### src/rtl/edit_distance_similarity_defines.svh
// ----------------------------------------------------------------------------
// Edit distance similarity assertion macros
// Shared concurrent assertion forms, clocked on clk, disabled in reset.
// ----------------------------------------------------------------------------
`ifndef EDIT_DISTANCE_SIMILARITY_DEFINES_SVH
`define EDIT_DISTANCE_SIMILARITY_DEFINES_SVH

// same-cycle implication
`define EDS_ASSERT_IMP(lbl, ante, cons, msg) \
  lbl: assert property (@(posedge clk) disable iff (!rst_n) (ante) |-> (cons)) \
    else $error(msg);

// next-cycle implication
`define EDS_ASSERT_NXT(lbl, ante, cons, msg) \
  lbl: assert property (@(posedge clk) disable iff (!rst_n) (ante) |=> (cons)) \
    else $error(msg);

`endif

### src/rtl/eds_pkg.sv
// ----------------------------------------------------------------------------
// Edit distance similarity package
// Sizes, status codes, transaction payloads and the DP token type.
// ----------------------------------------------------------------------------
package eds_pkg;

  localparam int MAX_PATTERN = 64;
  localparam int MAX_TEXT    = 4096;

  localparam int CH_W   = 8;
  localparam int DIST_W = 13;
  localparam int SIM_W  = 17;
  localparam int ST_W   = 2;
  localparam int FRAC_W = 16;
  localparam int PLEN_W = $clog2(MAX_PATTERN + 1);
  localparam int PIDX_W = $clog2(MAX_PATTERN);
  localparam int TLEN_W = $clog2(MAX_TEXT + 1);

  localparam logic [SIM_W-1:0] SIM_ONE = SIM_W'(1) << FRAC_W;

  localparam logic [ST_W-1:0] STAT_OK    = 2'd0;
  localparam logic [ST_W-1:0] STAT_EMPTY = 2'd1;
  localparam logic [ST_W-1:0] STAT_OVF   = 2'd2;

  typedef struct packed {
    logic            cmd;
    logic [CH_W-1:0] ch;
    logic            has_char;
    logic            last;
  } eds_in_t;

  typedef struct packed {
    logic [DIST_W-1:0] distance;
    logic [SIM_W-1:0]  similarity;
    logic [ST_W-1:0]   status;
  } eds_out_t;

  // one text character travelling along the cell row
  typedef struct packed {
    logic              first;
    logic [CH_W-1:0]   ch;
    logic [DIST_W-1:0] left;
    logic [DIST_W-1:0] diag;
  } eds_tok_t;

  function automatic logic [CH_W-1:0] fold_case(input logic [CH_W-1:0] c);
    if (c >= 8'h41 && c <= 8'h5A) begin
      return c + 8'h20;
    end
    return c;
  endfunction

endpackage

### src/rtl/eds_cell.sv
// ----------------------------------------------------------------------------
// Edit distance DP cell
// Holds one pattern character and one DP column; updates it as a token passes.
// ----------------------------------------------------------------------------
module eds_cell (
  input  logic                          clk,
  input  logic                          rst_n,
  input  logic                          pat_we,
  input  logic [eds_pkg::CH_W-1:0]      pat_ch,
  input  logic                          vld_i,
  input  eds_pkg::eds_tok_t             tok_i,
  output logic                          vld_o,
  output eds_pkg::eds_tok_t             tok_o,
  output logic [eds_pkg::DIST_W-1:0]    dp_o
);
  import eds_pkg::*;

  logic [CH_W-1:0]   pch_r;
  logic [DIST_W-1:0] dp_r;
  logic              vld_r;
  eds_tok_t          tok_r;

  logic [DIST_W-1:0] up;
  logic [DIST_W-1:0] c_up;
  logic [DIST_W-1:0] c_left;
  logic [DIST_W-1:0] c_sub;
  logic [DIST_W-1:0] m_a;
  logic [DIST_W-1:0] dp_nxt;
  logic              mis;

  // a first token carries the initial row: own old value is left old + 1
  assign up     = tok_i.first ? tok_i.diag + DIST_W'(1) : dp_r;
  assign mis    = (pch_r != tok_i.ch);
  assign c_up   = up + DIST_W'(1);
  assign c_left = tok_i.left + DIST_W'(1);
  assign c_sub  = tok_i.diag + {{(DIST_W-1){1'b0}}, mis};
  assign m_a    = (c_up < c_left) ? c_up : c_left;
  assign dp_nxt = (m_a < c_sub) ? m_a : c_sub;

  always_ff @(posedge clk) begin
    if (!rst_n) begin
      vld_r <= 1'b0;
    end else begin
      vld_r <= vld_i;
    end
  end

  always_ff @(posedge clk) begin
    if (pat_we) begin
      pch_r <= pat_ch;
    end
    if (vld_i) begin
      dp_r       <= dp_nxt;
      tok_r.first <= tok_i.first;
      tok_r.ch    <= tok_i.ch;
      tok_r.left  <= dp_nxt;
      tok_r.diag  <= up;
    end
  end

  assign vld_o = vld_r;
  assign tok_o = tok_r;
  assign dp_o  = dp_r;

endmodule

### config.mk
export PLATFORM = sky130hd
export DESIGN_NAME = eds_cell
export DESIGN_NICKNAME = d
export VERILOG_FILES = /design/src/rtl/edit_distance_similarity_defines.svh /design/src/rtl/eds_pkg.sv /design/src/rtl/eds_cell.sv
export SDC_FILE = /design/constraint.sdc
export NUM_CORES = 1
export LEC_CHECK = 0
export ABC_AREA = 1
export BUFFER_PORTS_ARGS = -buffer_cell sky130_fd_sc_hd__buf_4
export CAP_MARGIN = 30
export CORE_MARGIN = 10
export CORE_UTILIZATION = 45
export DETAILED_ROUTE_END_ITERATION = 8
export GPL_TIMING_DRIVEN = 0
export PLACE_DENSITY = 0.77
export SYNTH_ARGS = -nofsm -noshare
export SYNTH_HDL_FRONTEND = slang
export SYNTH_SLANG_ARGS = --single-unit
### constraint.sdc
create_clock -name clk -period 6.8 [get_ports clk]
set_input_delay 1.7 -clock clk [delete_from_list [all_inputs] [get_ports clk]]
set_output_delay 1.7 -clock clk [all_outputs]
set_load 0.01 [all_outputs]
* Yosys cells after proc, flatten, opt, wreduce, memory -nomap -nowiden
Cells that the tools add are included.
Storage, ports and cells: flip-flop bits (word level) 44, input bits 47, output and inout port bits 49, logic and storage cells 16
Cells by class: add/sub/neg operators 4, $lt $le $gt $ge 2, eq/ne operators 1, multiplexer cells 3
Operators by type and width (number):
- 13-bit by 1-bit adder with 13-bit output, second input constant | 3
- 13-bit two-way mux | 3
- 13-bit less-than comparator | 2
- 13-bit by 1-bit adder with 13-bit output | 1
- 8-bit inequality test | 1

* Logic depth before layout (Yosys ltp)
word-level depth 7, depth in mapped cells 35, gate-level depth less buffers 33

* Worst setup path after synthesis
No wires, ideal clock.
path type input -> register, start point input tok_i[0] (netlist bit), end point register tok_r, in the netlist tok_o[15], data pin, library setup time 263 ps, arrival time 5418 ps, required time 6537 ps, setup slack 1119 ps, cell stages on the path 33, buffers on the path 2, cells stage by stage ha_1 -> nand2_1 -> nand2_1 -> ha_1 -> inv_1 -> a21oi_2 -> nand2_1 -> nor2_2 -> nand2_1 -> nor2_1 -> nand3_1 -> nand2_1 -> inv_1 -> ha_1 -> nand2_1 -> inv_1 -> nand2_1 -> nand2_1 -> a21oi_1 -> nand2_4 -> inv_1 -> buf_4 -> nand3_1 -> and2_1 -> ha_1 -> nand2_1 -> inv_1 -> nand3_1 -> nor3_1 -> a21oi_4 -> buf_6 -> nand2_1 -> o21ai_0
On the way: word-level cells in the longest chain between the ends 7, elaborated cells on any way between the ends 8, classes of those cells add/sub: 3; order compare: 2; mux: 3
Ends and longest elaborated chain:
- start: declaration | RTL line eds_cell.sv:11 | input eds_pkg::eds_tok_t tok_i,
- 13-bit by 1-bit adder with 13-bit output (*) | RTL line eds_cell.sv:32 | assign up = tok_i.first ? tok_i.diag + DIST_W'(1) : dp_r;
- 13-bit two-way mux (*) | RTL line eds_cell.sv:32
- named net up[1] | RTL line eds_cell.sv:23 | logic [DIST_W-1:0] up;
- 13-bit by 1-bit adder with 13-bit output (*) | RTL line eds_cell.sv:34 | assign c_up = up + DIST_W'(1);
- 13-bit less-than comparator | RTL line eds_cell.sv:37 | assign m_a = (c_up < c_left) ? c_up : c_left;
- 13-bit two-way mux (*) | RTL line eds_cell.sv:37
- 13-bit less-than comparator | RTL line eds_cell.sv:38 | assign dp_nxt = (m_a < c_sub) ? m_a : c_sub;
- 13-bit two-way mux (*) | RTL line eds_cell.sv:38
- named net dp_nxt[2] | RTL line eds_cell.sv:28 | logic [DIST_W-1:0] dp_nxt;
- end: declaration | RTL line eds_cell.sv:21 | eds_tok_t tok_r;
Mark *: on every way through the listed nets, which the timed path passes. The rest lies on a longest branch. A chain may end at the register's enable or synchronous reset.

* Worst setup path in the final report
start point input tok_i[1] (netlist bit), end point register tok_r, in the netlist tok_o[15], data pin
The elaborated chain is that of the path after synthesis.

==> out/metrics.yaml <==
die:
  rows: 32
  core-area_um2: 7850
  die_w_um: 110
  dieArea_um2: 12200
  ios: 96
  chipHeight_um: 110
  initial_utilization: 0.469
pwr:
  leakage_nw: 2.26
  switchingPower_w: 0.000391
  intPower_w: 0.000689
  swShare: 0.362
  power.share.clock: 0.184
  power_density_nw_per_um2: 234
  ir_worst_vdd_mv: 0.0886
  p_seq_frac: 0.350
  power_frac_comb: 0.466
yosys:
  yosys.area.top_type_share: 0.351
  yosysTopAreaCell: "edfxtp_1"
  yosys_warnings: 0
  synth_edf_count: 43
  yosys_most_used_dff: "edfxtp_1"
  synth_cell_types: 35
  syn-cell-area_um2: 3680
  synth_area_leaders: "edfxtp_1, nand2_1, ha_1"
  synthArstFlopShare: 0
  syn_avg_cell_area_um2: 7.97
  synthCells: 462
  synth.most_common_cell: "nand2_1"
  syn-num-nets: 538
  synthTopCellsByCount: "nand2_1, inv_1, edfxtp_1, nand3_1, ha_1"
  yosysSeqAreaShare: 0.356
  ys_ff_latch: 44
placed_design:
  portBuffers: 93
  place_inst: 657
  placed_cell_area_um2: 4510
  hpwl_um: 8210
  dp_slack_ns: 0.214
  routabilityCongestion: 0.881
sta:
  relSlewSlack: 0.683
  setup_viol: 0
  hold_viol_final: 0
  clock.fmax_mhz: 159
  finalSetupTns_ns: 0
  fin_crit_ns: 6.28
  tightest_slew_ns: 0.475
  fin_ws_ns: 0.525
  fin_crit_sh: 0.923
  rsz0062_at_grt: "false"
  fin_worst_skew_ns: 0.00163
  maxSlewViolCount: 0
clock_network:
  ctsHoldBuffers: 0
  cts_tree: "yes"
  ctsLongestPathBuffers: 2
  htree_levels: 2
  clkSinkCount: 44
  clkSlewWorstSetupHoldPaths_ns: 0.08
  post_cts_buffers: 0
  root_buffer: "clkbuf_8"
  cts_resized: 0
  clock_latency_ns: 0.30
  cts_buffers: 5
run_status:
  run_status: "complete, no violations"
final_layout:
  diodes: 0
  final_cells: 665
  areaGrowthSynthToFinish_pct: 25.4
  fin_nets: 638
  layout-drive-gt1-share: 0.277
  fin_util: 0.588
  fillerInstances: 710
  stdcell_area_um2: 4610
critical_path:
  r2r_start: "tok_o[13]$_DFFE_PP_"
  critPathMaxStageDelay_ns: 0.36
  reg2reg_depth: 32
  critPathBufInv: 9
  path_max_fanout: 10
  worstPathRequired_ns: 6.83
  start_kind: "primary input"
  path_common_cell: "nand2_1"
  critPathSlowestCell: "nor3_1"
  critical_path.top_delay_family: "simple AND/OR/NAND/NOR gates"
  cp.arrival_ns: 6.30
  timing.rr.end: "tok_o[15]$_DFFE_PP_"
  critPathKind: "primary input to flip-flop"
  ff2ff_setup_slack_ns: 2.01
  endpoint_kind: "flip-flop"
flow_run:
  maxCapViolCount: 0
detailed_routing:
  firstDrtPassIters: 4
  drtIter0Drc: 154
  viasPerCell: 5.04
  route.detailed.drc: 0
  post_drt_wl_per_cell_um: 14.5
  vias: 3352
  ant_nets: 0
  routed_wl_um: 9650
global_route:
  grt.busiest_layer: "met2"
  grt_overflow_total: 0
  globalRouteMet3Util: 0.0222
  grt_max_degree: 37
  gr-usage-met1: 0.183
  grt_pass1_vias: 3369
  grt_pass1_wl_um: 15700
  grt_util_met2: 0.264
  grt_usage: 0.151
  antenna_found_initial: 0
hold_path:
  min_from: "tok_o[14]$_DFFE_PP_"
  whs_endpoint: "tok_o[1]$_DFFE_PP_"
  hp-class: "flip-flop to flip-flop"
  holdPathStages: 2
power groups by stage:
stage          clock, W  sequential [W]  combinational (W)
2_1_floorplan         0        0.000397           0.000301
3_5_place_dp          0        0.000385           0.000507
3_3_place_gp          0        0.000384           0.000490
4_1_cts        0.000200        0.000379           0.000509
6_report       0.000199        0.000378           0.000504
5_1_grt        0.000212        0.000384           0.000568
per-stage QoR:
step,total power (W),hold slack [ns]
floorplan,0.000698,0.646
global placement,0.000874,0.656
detailed placement,0.000892,0.653
CTS,0.00109,0.675
global route,0.00116,0.734
finish,0.00108,0.674
worst reg2reg max path, delay by kind of cell, from the launching register on:
kind / cells / cell delay [ns]
and+or+nand+nor: 18 / 1.97
buffers and inverters: 7 / 0.76
adders and majority gates: 3 / 0.73
AOI/OAI and AO/OA: 4 / 0.66
DFF: 1 / 0.39
per-layer routing:
layer	part of all wire	routed length [um]
met3	0.048	462
met4	0.018	172
met5	0	0
met2	0.50	4780
met1	0.44	4240
area by class of cell:
cell class	count	area [um2]	area share
plain buffers	20	161	0.0350
clock buffers	6	72.6	0.0157
clock inverters	2	35.0	0.00759
inverters	59	226	0.0491
multi-input cells	339	1980	0.430
flip-flops and latches	44	1310	0.284
well taps	102	128	0.0277
repair buffers	93	698	0.151
state kept, by name, summed over array words and instances (netlist names):
signal,flops
tok_o,35
pch_r,8
vld_o,1
logic make-up (layout without fill, tap and decap cells):
family	Yosys count	after routing	synth area share
AOI/OAI and AO/OA	36	36	0.0581
xor gates and xnor gates	33	33	0.0785
adders and majority gates	29	29	0.0986
buffers and inverters	79	180	0.105
DFF	44	44	0.356
and+or+nand+nor	241	241	0.303
cells in the final DEF, fill, tap and decap left out, drive strengths merged, types with 2 or more instances in the layout:
master    n
nor2     23
buf     113
xnor2    13
nand4    10
ha       29
a21oi    13
edfxtp   43
o21ai    19
and2      2
nor3      5
nand2   151
nand3    43
inv      59
clkbuf    6
or2       5
xor2     20
worst max path at each step:
| stage | from | end | slack, ns | cells past startpoint |
|---|---|---|---|---|
| floorplan | tok_i[0] | tok_o[15]$_DFFE_PP_ | 1.12 | 33 |
| global placement | tok_i[1] | tok_o[15]$_DFFE_PP_ | 0.40 | 33 |
| detailed placement | tok_i[1] | tok_o[15]$_DFFE_PP_ | 0.21 | 33 |
| CTS | tok_i[1] | tok_o[15]$_DFFE_PP_ | 0.53 | 33 |
| global route | tok_i[1] | tok_o[15]$_DFFE_PP_ | 0.15 | 34 |
| finish | tok_i[1] | tok_o[15]$_DFFE_PP_ | 0.52 | 33 |
(Power assumes the default switching activity.)
