`src/rtl/edit_distance_similarity_defines.svh`:
```
// ----------------------------------------------------------------------------
// Edit distance similarity assertion macros
// Shared concurrent assertion forms, clocked on clk, disabled in reset.
// ----------------------------------------------------------------------------
`ifndef EDIT_DISTANCE_SIMILARITY_DEFINES_SVH
`define EDIT_DISTANCE_SIMILARITY_DEFINES_SVH

// same-cycle implication
`define EDS_ASSERT_IMP(lbl, ante, cons, msg) \
  lbl: assert property (@(posedge clk) disable iff (!rst_n) (ante) |-> (cons)) \
    else $error(msg);

// next-cycle implication
`define EDS_ASSERT_NXT(lbl, ante, cons, msg) \
  lbl: assert property (@(posedge clk) disable iff (!rst_n) (ante) |=> (cons)) \
    else $error(msg);

`endif

```
`src/rtl/eds_pkg.sv`:
```
// ----------------------------------------------------------------------------
// Edit distance similarity package
// Sizes, status codes, transaction payloads and the DP token type.
// ----------------------------------------------------------------------------
package eds_pkg;

  localparam int MAX_PATTERN = 64;
  localparam int MAX_TEXT    = 4096;

  localparam int CH_W   = 8;
  localparam int DIST_W = 13;
  localparam int SIM_W  = 17;
  localparam int ST_W   = 2;
  localparam int FRAC_W = 16;
  localparam int PLEN_W = $clog2(MAX_PATTERN + 1);
  localparam int PIDX_W = $clog2(MAX_PATTERN);
  localparam int TLEN_W = $clog2(MAX_TEXT + 1);

  localparam logic [SIM_W-1:0] SIM_ONE = SIM_W'(1) << FRAC_W;

  localparam logic [ST_W-1:0] STAT_OK    = 2'd0;
  localparam logic [ST_W-1:0] STAT_EMPTY = 2'd1;
  localparam logic [ST_W-1:0] STAT_OVF   = 2'd2;

  typedef struct packed {
    logic            cmd;
    logic [CH_W-1:0] ch;
    logic            has_char;
    logic            last;
  } eds_in_t;

  typedef struct packed {
    logic [DIST_W-1:0] distance;
    logic [SIM_W-1:0]  similarity;
    logic [ST_W-1:0]   status;
  } eds_out_t;

  // one text character travelling along the cell row
  typedef struct packed {
    logic              first;
    logic [CH_W-1:0]   ch;
    logic [DIST_W-1:0] left;
    logic [DIST_W-1:0] diag;
  } eds_tok_t;

  function automatic logic [CH_W-1:0] fold_case(input logic [CH_W-1:0] c);
    if (c >= 8'h41 && c <= 8'h5A) begin
      return c + 8'h20;
    end
    return c;
  endfunction

endpackage

```
`src/rtl/eds_div.sv`:
```
// ----------------------------------------------------------------------------
// Edit distance similarity divider
// Restoring divider, one quotient bit a cycle: ((L - d) << 16) / L.
// ----------------------------------------------------------------------------
`include "edit_distance_similarity_defines.svh"

module eds_div (
  input  logic                          clk,
  input  logic                          rst_n,
  input  logic                          start_i,
  input  logic [eds_pkg::DIST_W-1:0]    den_i,
  input  logic [eds_pkg::DIST_W-1:0]    dist_i,
  output logic                          busy_o,
  output logic                          done_o,
  output logic [eds_pkg::SIM_W-1:0]     q_o
);
  import eds_pkg::*;

  localparam int CNT_W = $clog2(FRAC_W);

  logic              busy_r;
  logic              done_r;
  logic [CNT_W-1:0]  cnt_r;
  logic [DIST_W-1:0] rem_r;
  logic [DIST_W-1:0] den_r;
  logic [SIM_W-1:0]  q_r;

  logic [DIST_W:0]   r2;
  logic [DIST_W:0]   diff;
  logic              ge;

  assign r2   = {rem_r, 1'b0};
  assign diff = r2 - {1'b0, den_r};
  assign ge   = (r2 >= {1'b0, den_r});

  always_ff @(posedge clk) begin
    if (!rst_n) begin
      busy_r <= 1'b0;
      done_r <= 1'b0;
      cnt_r  <= '0;
    end else begin
      done_r <= 1'b0;
      if (start_i) begin
        busy_r <= 1'b1;
        cnt_r  <= '0;
      end else if (busy_r) begin
        cnt_r <= cnt_r + CNT_W'(1);
        if (cnt_r == CNT_W'(FRAC_W - 1)) begin
          busy_r <= 1'b0;
          done_r <= 1'b1;
        end
      end
    end
  end

  always_ff @(posedge clk) begin
    if (start_i) begin
      den_r <= den_i;
      q_r   <= SIM_W'(dist_i == '0);
      rem_r <= (dist_i == '0) ? '0 : den_i - dist_i;
    end else if (busy_r) begin
      rem_r <= ge ? diff[DIST_W-1:0] : r2[DIST_W-1:0];
      q_r   <= {q_r[SIM_W-2:0], ge};
    end
  end

  assign busy_o = busy_r;
  assign done_o = done_r;
  assign q_o    = q_r;

  `EDS_ASSERT_NXT(a_div_start, start_i, busy_r, "divider did not start")
  `EDS_ASSERT_IMP(a_div_nostart, busy_r, !start_i, "divider restarted while busy")
  `EDS_ASSERT_IMP(a_div_done, done_r, !busy_r, "divider done while busy")

endmodule
```
`config.mk`:
```
export PLATFORM = sky130hd
export DESIGN_NAME = eds_div
export DESIGN_NICKNAME = d
export VERILOG_FILES = /design/src/rtl/eds_pkg.sv /design/src/rtl/eds_div.sv
export VERILOG_INCLUDE_DIRS = /design/src /design/src/rtl
export SDC_FILE = /design/constraint.sdc
export NUM_CORES = 1
export LEC_CHECK = 0
export BUFFER_PORTS_ARGS = -buffer_cell sky130_fd_sc_hd__clkbuf_2
export CAP_MARGIN = 25
export CORE_AREA = 3 3 93 95
export CTS_CLUSTER_SIZE = 25
export DETAILED_ROUTE_END_ITERATION = 6
export DIE_AREA = 0 0 96 98
export MAX_ROUTING_LAYER = met4
export SLEW_MARGIN = 15
export SYNTH_ARGS = -nofsm -noshare
export SYNTH_HDL_FRONTEND = slang
export SYNTH_SLANG_ARGS = --single-unit
```
`constraint.sdc`:
```
create_clock -name clk -period 2.95 [get_ports clk]
set_clock_uncertainty 0.2 [all_clocks]
set_input_delay 0.295 -clock clk [delete_from_list [all_inputs] [get_ports clk]]
set_output_delay 0.295 -clock clk [all_outputs]
set_load 0.01 [all_outputs]
```
==> Word-level counts from Yosys, hierarchy flattened <==
Index checks and enable logic that the tools add are counted.
W data, S select, Z words.
{ "word_totals": {"register_bits": 49, "out_inout_bits": 19} }
{ "classes": {"add_sub_neg": 3, "magnitude_cmp": 1, "eq_ne": 1, "mux": 10, "n_bitwise": 2, "reduce_logical": 4} }
{ "op_table": {"columns": ["operator", "n"], "rows": [
  ["$mux W13", 4],
  ["$sub A13 B13 Y13", 2],
  ["$ge A14 B13 Y1", 1],
  ["$logic_not A13 Y1", 1],
  ["$mux W1", 6],
  ["$add A4 B1 Y4 const B", 1],
  ["$eq A4 B4 Y1 const B", 1],
  ["$reduce_or A3 Y1", 1],
  ["$not A1 Y1", 2],
  ["$reduce_bool A2 Y1", 1],
  ["$reduce_or A2 Y1", 1]
]} }

==> Longest topological paths before layout <==
{ "depth": {"word_depth": 4, "depth_mapped": 9} }

==> Worst setup path before layout <==
Ideal clock, no wire load.
{ "synth_path": {"path_kind": "flip-flop to flip-flop", "from": "register rem_r[8]", "to": "register rem_r[5], data pin", "setup_time_ps": 261, "arrival_ps": 1952, "setup_slack_ps": 537, "path_stages_with_launch": 7, "path_buffers": 0, "path_cell_list": "edfxtp_1 -> ha_1 -> and2_1 -> a221o_1 -> o2bb2ai_2 -> a31o_1 -> a221o_1"} }
{ "synth_via": {"elab_chain_len": 4} }
{ "synth_rtl": {"columns": ["element", "line_no", "text"], "rows": [
  ["from (decl)", "eds_div.sv:24", "logic [DIST_W-1:0] rem_r;"],
  ["from (signal assigned)", "eds_div.sv:60", "rem_r <= (dist_i == '0) ? '0 : den_i - dist_i;"],
  ["from (signal assigned)", "eds_div.sv:62", "rem_r <= ge ? diff[DIST_W-1:0] : r2[DIST_W-1:0];"],
  ["$ge A14 B13 Y1", "eds_div.sv:34", "assign ge = (r2 >= {1'b0, den_r});"],
  ["$mux W13", "eds_div.sv:62", null],
  ["$mux W13", "eds_div.sv:61", "end else if (busy_r) begin"],
  ["$mux W13", "eds_div.sv:57", "if (start_i) begin"]
]} }
No other way between the ends. The select of a mux whose other input is x is not followed.
A chain may end at the register's enable or synchronous reset.

==> Worst setup path in the final report <==
{ "layout_path": {"from": "input port den_i[0] in the netlist's numbering", "to": "register rem_r[12], data pin"} }
{ "layout_via": {"elab_chain_len": 3} }
{ "layout_rtl": {"columns": ["element", "line_no", "text"], "rows": [
  ["from (decl)", "eds_div.sv:11", "input logic [eds_pkg::DIST_W-1:0] den_i,"],
  ["$sub A13 B13 Y13", "eds_div.sv:60", null],
  ["$mux W13", "eds_div.sv:60", null],
  ["$mux W13", "eds_div.sv:57", null]
]} }
No other way between the ends.

==> results by group <==
Route
  • Drt initial violations: 145
  • DR WL/cell: 14.4 um
  • Drt via density: 5.21
  • Drt first pass iters: 4
  • Routed vias: 2510
  • Final wirelength: 6930 um
  • DRT antenna net count: 0
  • Residual DRC count: 0

Synth
  • Post-synth EDFFs: 27
  • Most area-hungry cell type in the Yosys netlist: edfxtp_1
  • FF+latch count, synth: 49
  • Syn_nets: 373
  • Post-Synth Adder-Cell Area: 11.7%
  • Post-Synth Simple-Gate Area: 13.3%
  • Largest family of logic cells by synthesized area: compound AO/OA/AOI/OAI gates
  • Syn Area/Cell: 9.85 um^2
  • Multiplexer area fraction after synthesis: 5.47%
  • Synth area leaders: edfxtp_1 (26%), dfxtp_1 (14%), ha_1 (10%)
  • Post-Synth XOR/XNOR Area: 4.50%
  • Synth Warn #: 0
  • Post-Synthesis Cells: 316
  • Distinct cells, synth: 56
  • Post-synthesis compound-gate area fraction: 20.3%
  • Sequential share of the synthesized area: 40.2%
  • Area of the mapped netlist: 3110 um^2
  • Top_reg_cell synth: edfxtp_1
  • Area share of the largest cell type after synthesis: 26.0%
  • Asr flop ratio synth: 0%

Clocking
  • Clock buffer depth: 2
  • Post-CTS setup buffer count: 0
  • Clk slew on worst S/H paths: 0.10 ns
  • TritonCTS clock tree: yes
  • # clock sinks: 49
  • Clk_lat worst skew: 0.31 ns
  • Clk root buf: clkbuf_8
  • Num CTS Buffers: 5
  • H-tree levels: 2

Timing
  • Min cycle time layout: 2.72 ns
  • Fin. Hold Viols: 0
  • Final setup fails: 0
  • Pins Over Slew Limit: 0
  • Setup_tns: 0 ns
  • Least-Margin Pin Slew: 0.580 ns
  • Final worst slack: 0.232 ns
  • Fin crit share: 92.1%
  • Rel. slew slack: 61.3%
  • Max Clk Rate: 368 MHz

Power
  • Peak supply drop: 0.000279 V
  • Net Sw Power: 1.00 mW
  • Sequential Power Share: 35.0%
  • Comb power frac: 45.7%
  • Pwr/cell area: 720 nW/um^2
  • Total Power: 2.69 mW
  • Internal Power: 1.68 mW
  • Clock power frac: 19.3%
  • Leakage: 1.66 nW
  • Switching share of total power: 37.3%

Worst hold path
  • HP Class: in -> reg
  • Hold EP: busy_o
  • Hold Path Stages: 2
  • Hold path startpoint: rst_n

Critical path
  • Worst Setup Start Kind: input port
  • Worst-path fanout max: 3
  • Worst R2R End: rem_r[8]
  • CP required: 2.80 ns
  • R2r startpoint: rem_r[8]
  • R2r setup slk: 0.25 ns
  • Arrival time worst endpoint: 2.57 ns
  • Worst reg-to-reg path cell count: 7
  • Critical Path End Type: register
  • Kind of critical path: in -> reg

Layout
  • Layout cells sized above 1: 18.9%
  • Post-route cell area: 3730 um^2
  • Nets: 436
  • Most common cell after layout, fill and taps aside: clkbuf_2
  • Most frequent cells in the layout: clkbuf_2 (47), nor2_1 (31), inv_1 (30), edfxtp_1 (27), ha_1 (26)
  • N_diodes: 0
  • Non-Filler Instances: 482
  • Area grow syn2layout: 19.9%

Global routing
  • GR Overflow Total: 0
  • Met3 usage: 2.16%
  • First-pass GRT wire length: 11300 um
  • Largest net degree at the start of global routing: 27
  • Met2 Use GR: 23.0%
  • Vias in the first global route: 2382
  • Initial antenna violation count: 0
  • Met1 usage: 21.9%
  • GRT Max-Usage Layer: met2
  • Overall Global Routing Usage: 15.7%

Place
  • # placed instances: 461
  • Global placement routability congestion: 0.795
  • Hpwl dp: 5360 um
  • Placed Area: 3470 um^2
  • Dpl ws: 0.300 ns
  • PortBufs: 47

Run
  • Max-Cap Viols: 0

Die
  • Placement Rows: 32
  • Core box area: 7810 um^2
  • I/O pin cnt: 48
  • Die Wd: 96 um
  • Initial Util: 39.9%
  • Die area: 9410 um^2
  • Die H: 98 um

Run status
  • Status: completed
## cells in the mapped netlist, types with 4 or more instances
master and number:
mux2i_1 17, ha_1 26, nand3_1 6, xnor2_1 9
o21a_1 7, a21o_1 10, nor2b_1 4, xor2_1 7
dfxtp_1 22, a221o_1 5, nor3_1 10, and3_1 4
a21oi_1 16, edfxtp_1 27, o21ai_0 5, o21ai_1 4
nor2_1 31, inv_1 30, nand2_1 13, clkbuf_1 4
o31ai_1 5
## metal layers
metal / vias to the layer above / share of wire [%]
li1: 1282 / -
met1: 1157 / 50
met2: 64 / 45
met3: 7 / 3.9
met4: 0 / 1.5
met5: - / 0
## area by class of cell
cell class                      instances  area [um^2]
Multi-Input combinational cell        230         1720
Inverter                               30          113
Timing Repair Buffer                   63          388
Sequential cell                        49         1250
Clock inverter                          1         8.76
Fill cell                             751         4080
Tap cell                              102          128
Clock buffer                            7          119
## cell families after synthesis
kind of cell | after synthesis
and+or+nand+nor | 86
AOI/OAI and AO/OA | 83
DFF | 49
buffers and inverters | 37
adders and majority gates | 28
muxes | 17
xor gates and xnor gates | 16
## state kept, by name (all words and copies together) (netlist names)
name / flops
busy_o: 1
q_o: 17
rem_r: 13
den_r: 13
cnt_r: 4
done_o: 1
## worst max-delay path: stages
cell,delay [ns]
dlygate4sd3_1,0.52
clkbuf_2,0.11
inv_1,0.04
ha_1,0.21
fa_1,0.39
nor2b_2,0.16
o31a_1,0.21
o221ai_1,0.14
a31oi_1,0.21
xnor2_1,0.15
o221ai_1,0.13
## worst max path at each step
stage	from	endpoint	slack (ns)	depth (start not counted)
2_1_floorplan	rem_r[8]	rem_r[5]	0.54	6
3_3_place_gp	rem_r[8]	rem_r[3]	0.30	7
3_5_place_dp	rem_r[6]	rem_r[8]	0.30	7
4_1_cts	den_i[0]	rem_r[12]	0.20	11
5_1_grt	den_i[0]	rem_r[12]	-0.003	11
6_report	den_i[0]	rem_r[12]	0.23	11
## power groups by stage
stage                     clock [mW]  sequential (mW)  combinational (mW)
after floorplan                    0            0.939               0.945
after global placement             0            0.952                1.19
after detailed placement           0            0.956                1.20
after CTS                      0.536            0.941                1.22
after global routing           0.563            0.957                1.36
final                          0.518            0.941                1.23
## repair_timing
item | CTS | global route
hold buffers | 13 | 0
setup endpoints to repair | 0 | 1
gates resized for setup | 0 | 1
hold endpoints to repair | 13 | 0
## metrics by stage
stage	util [%]	hold slack, ns
floorplan	-	0.194
global placement	44.5	0.255
detailed placement	44.5	0.261
CTS	47.8	0.0416
global route	47.8	0.0371
finish	47.8	0.0518
No activity file was read; power rests on OpenSTA's default activity.
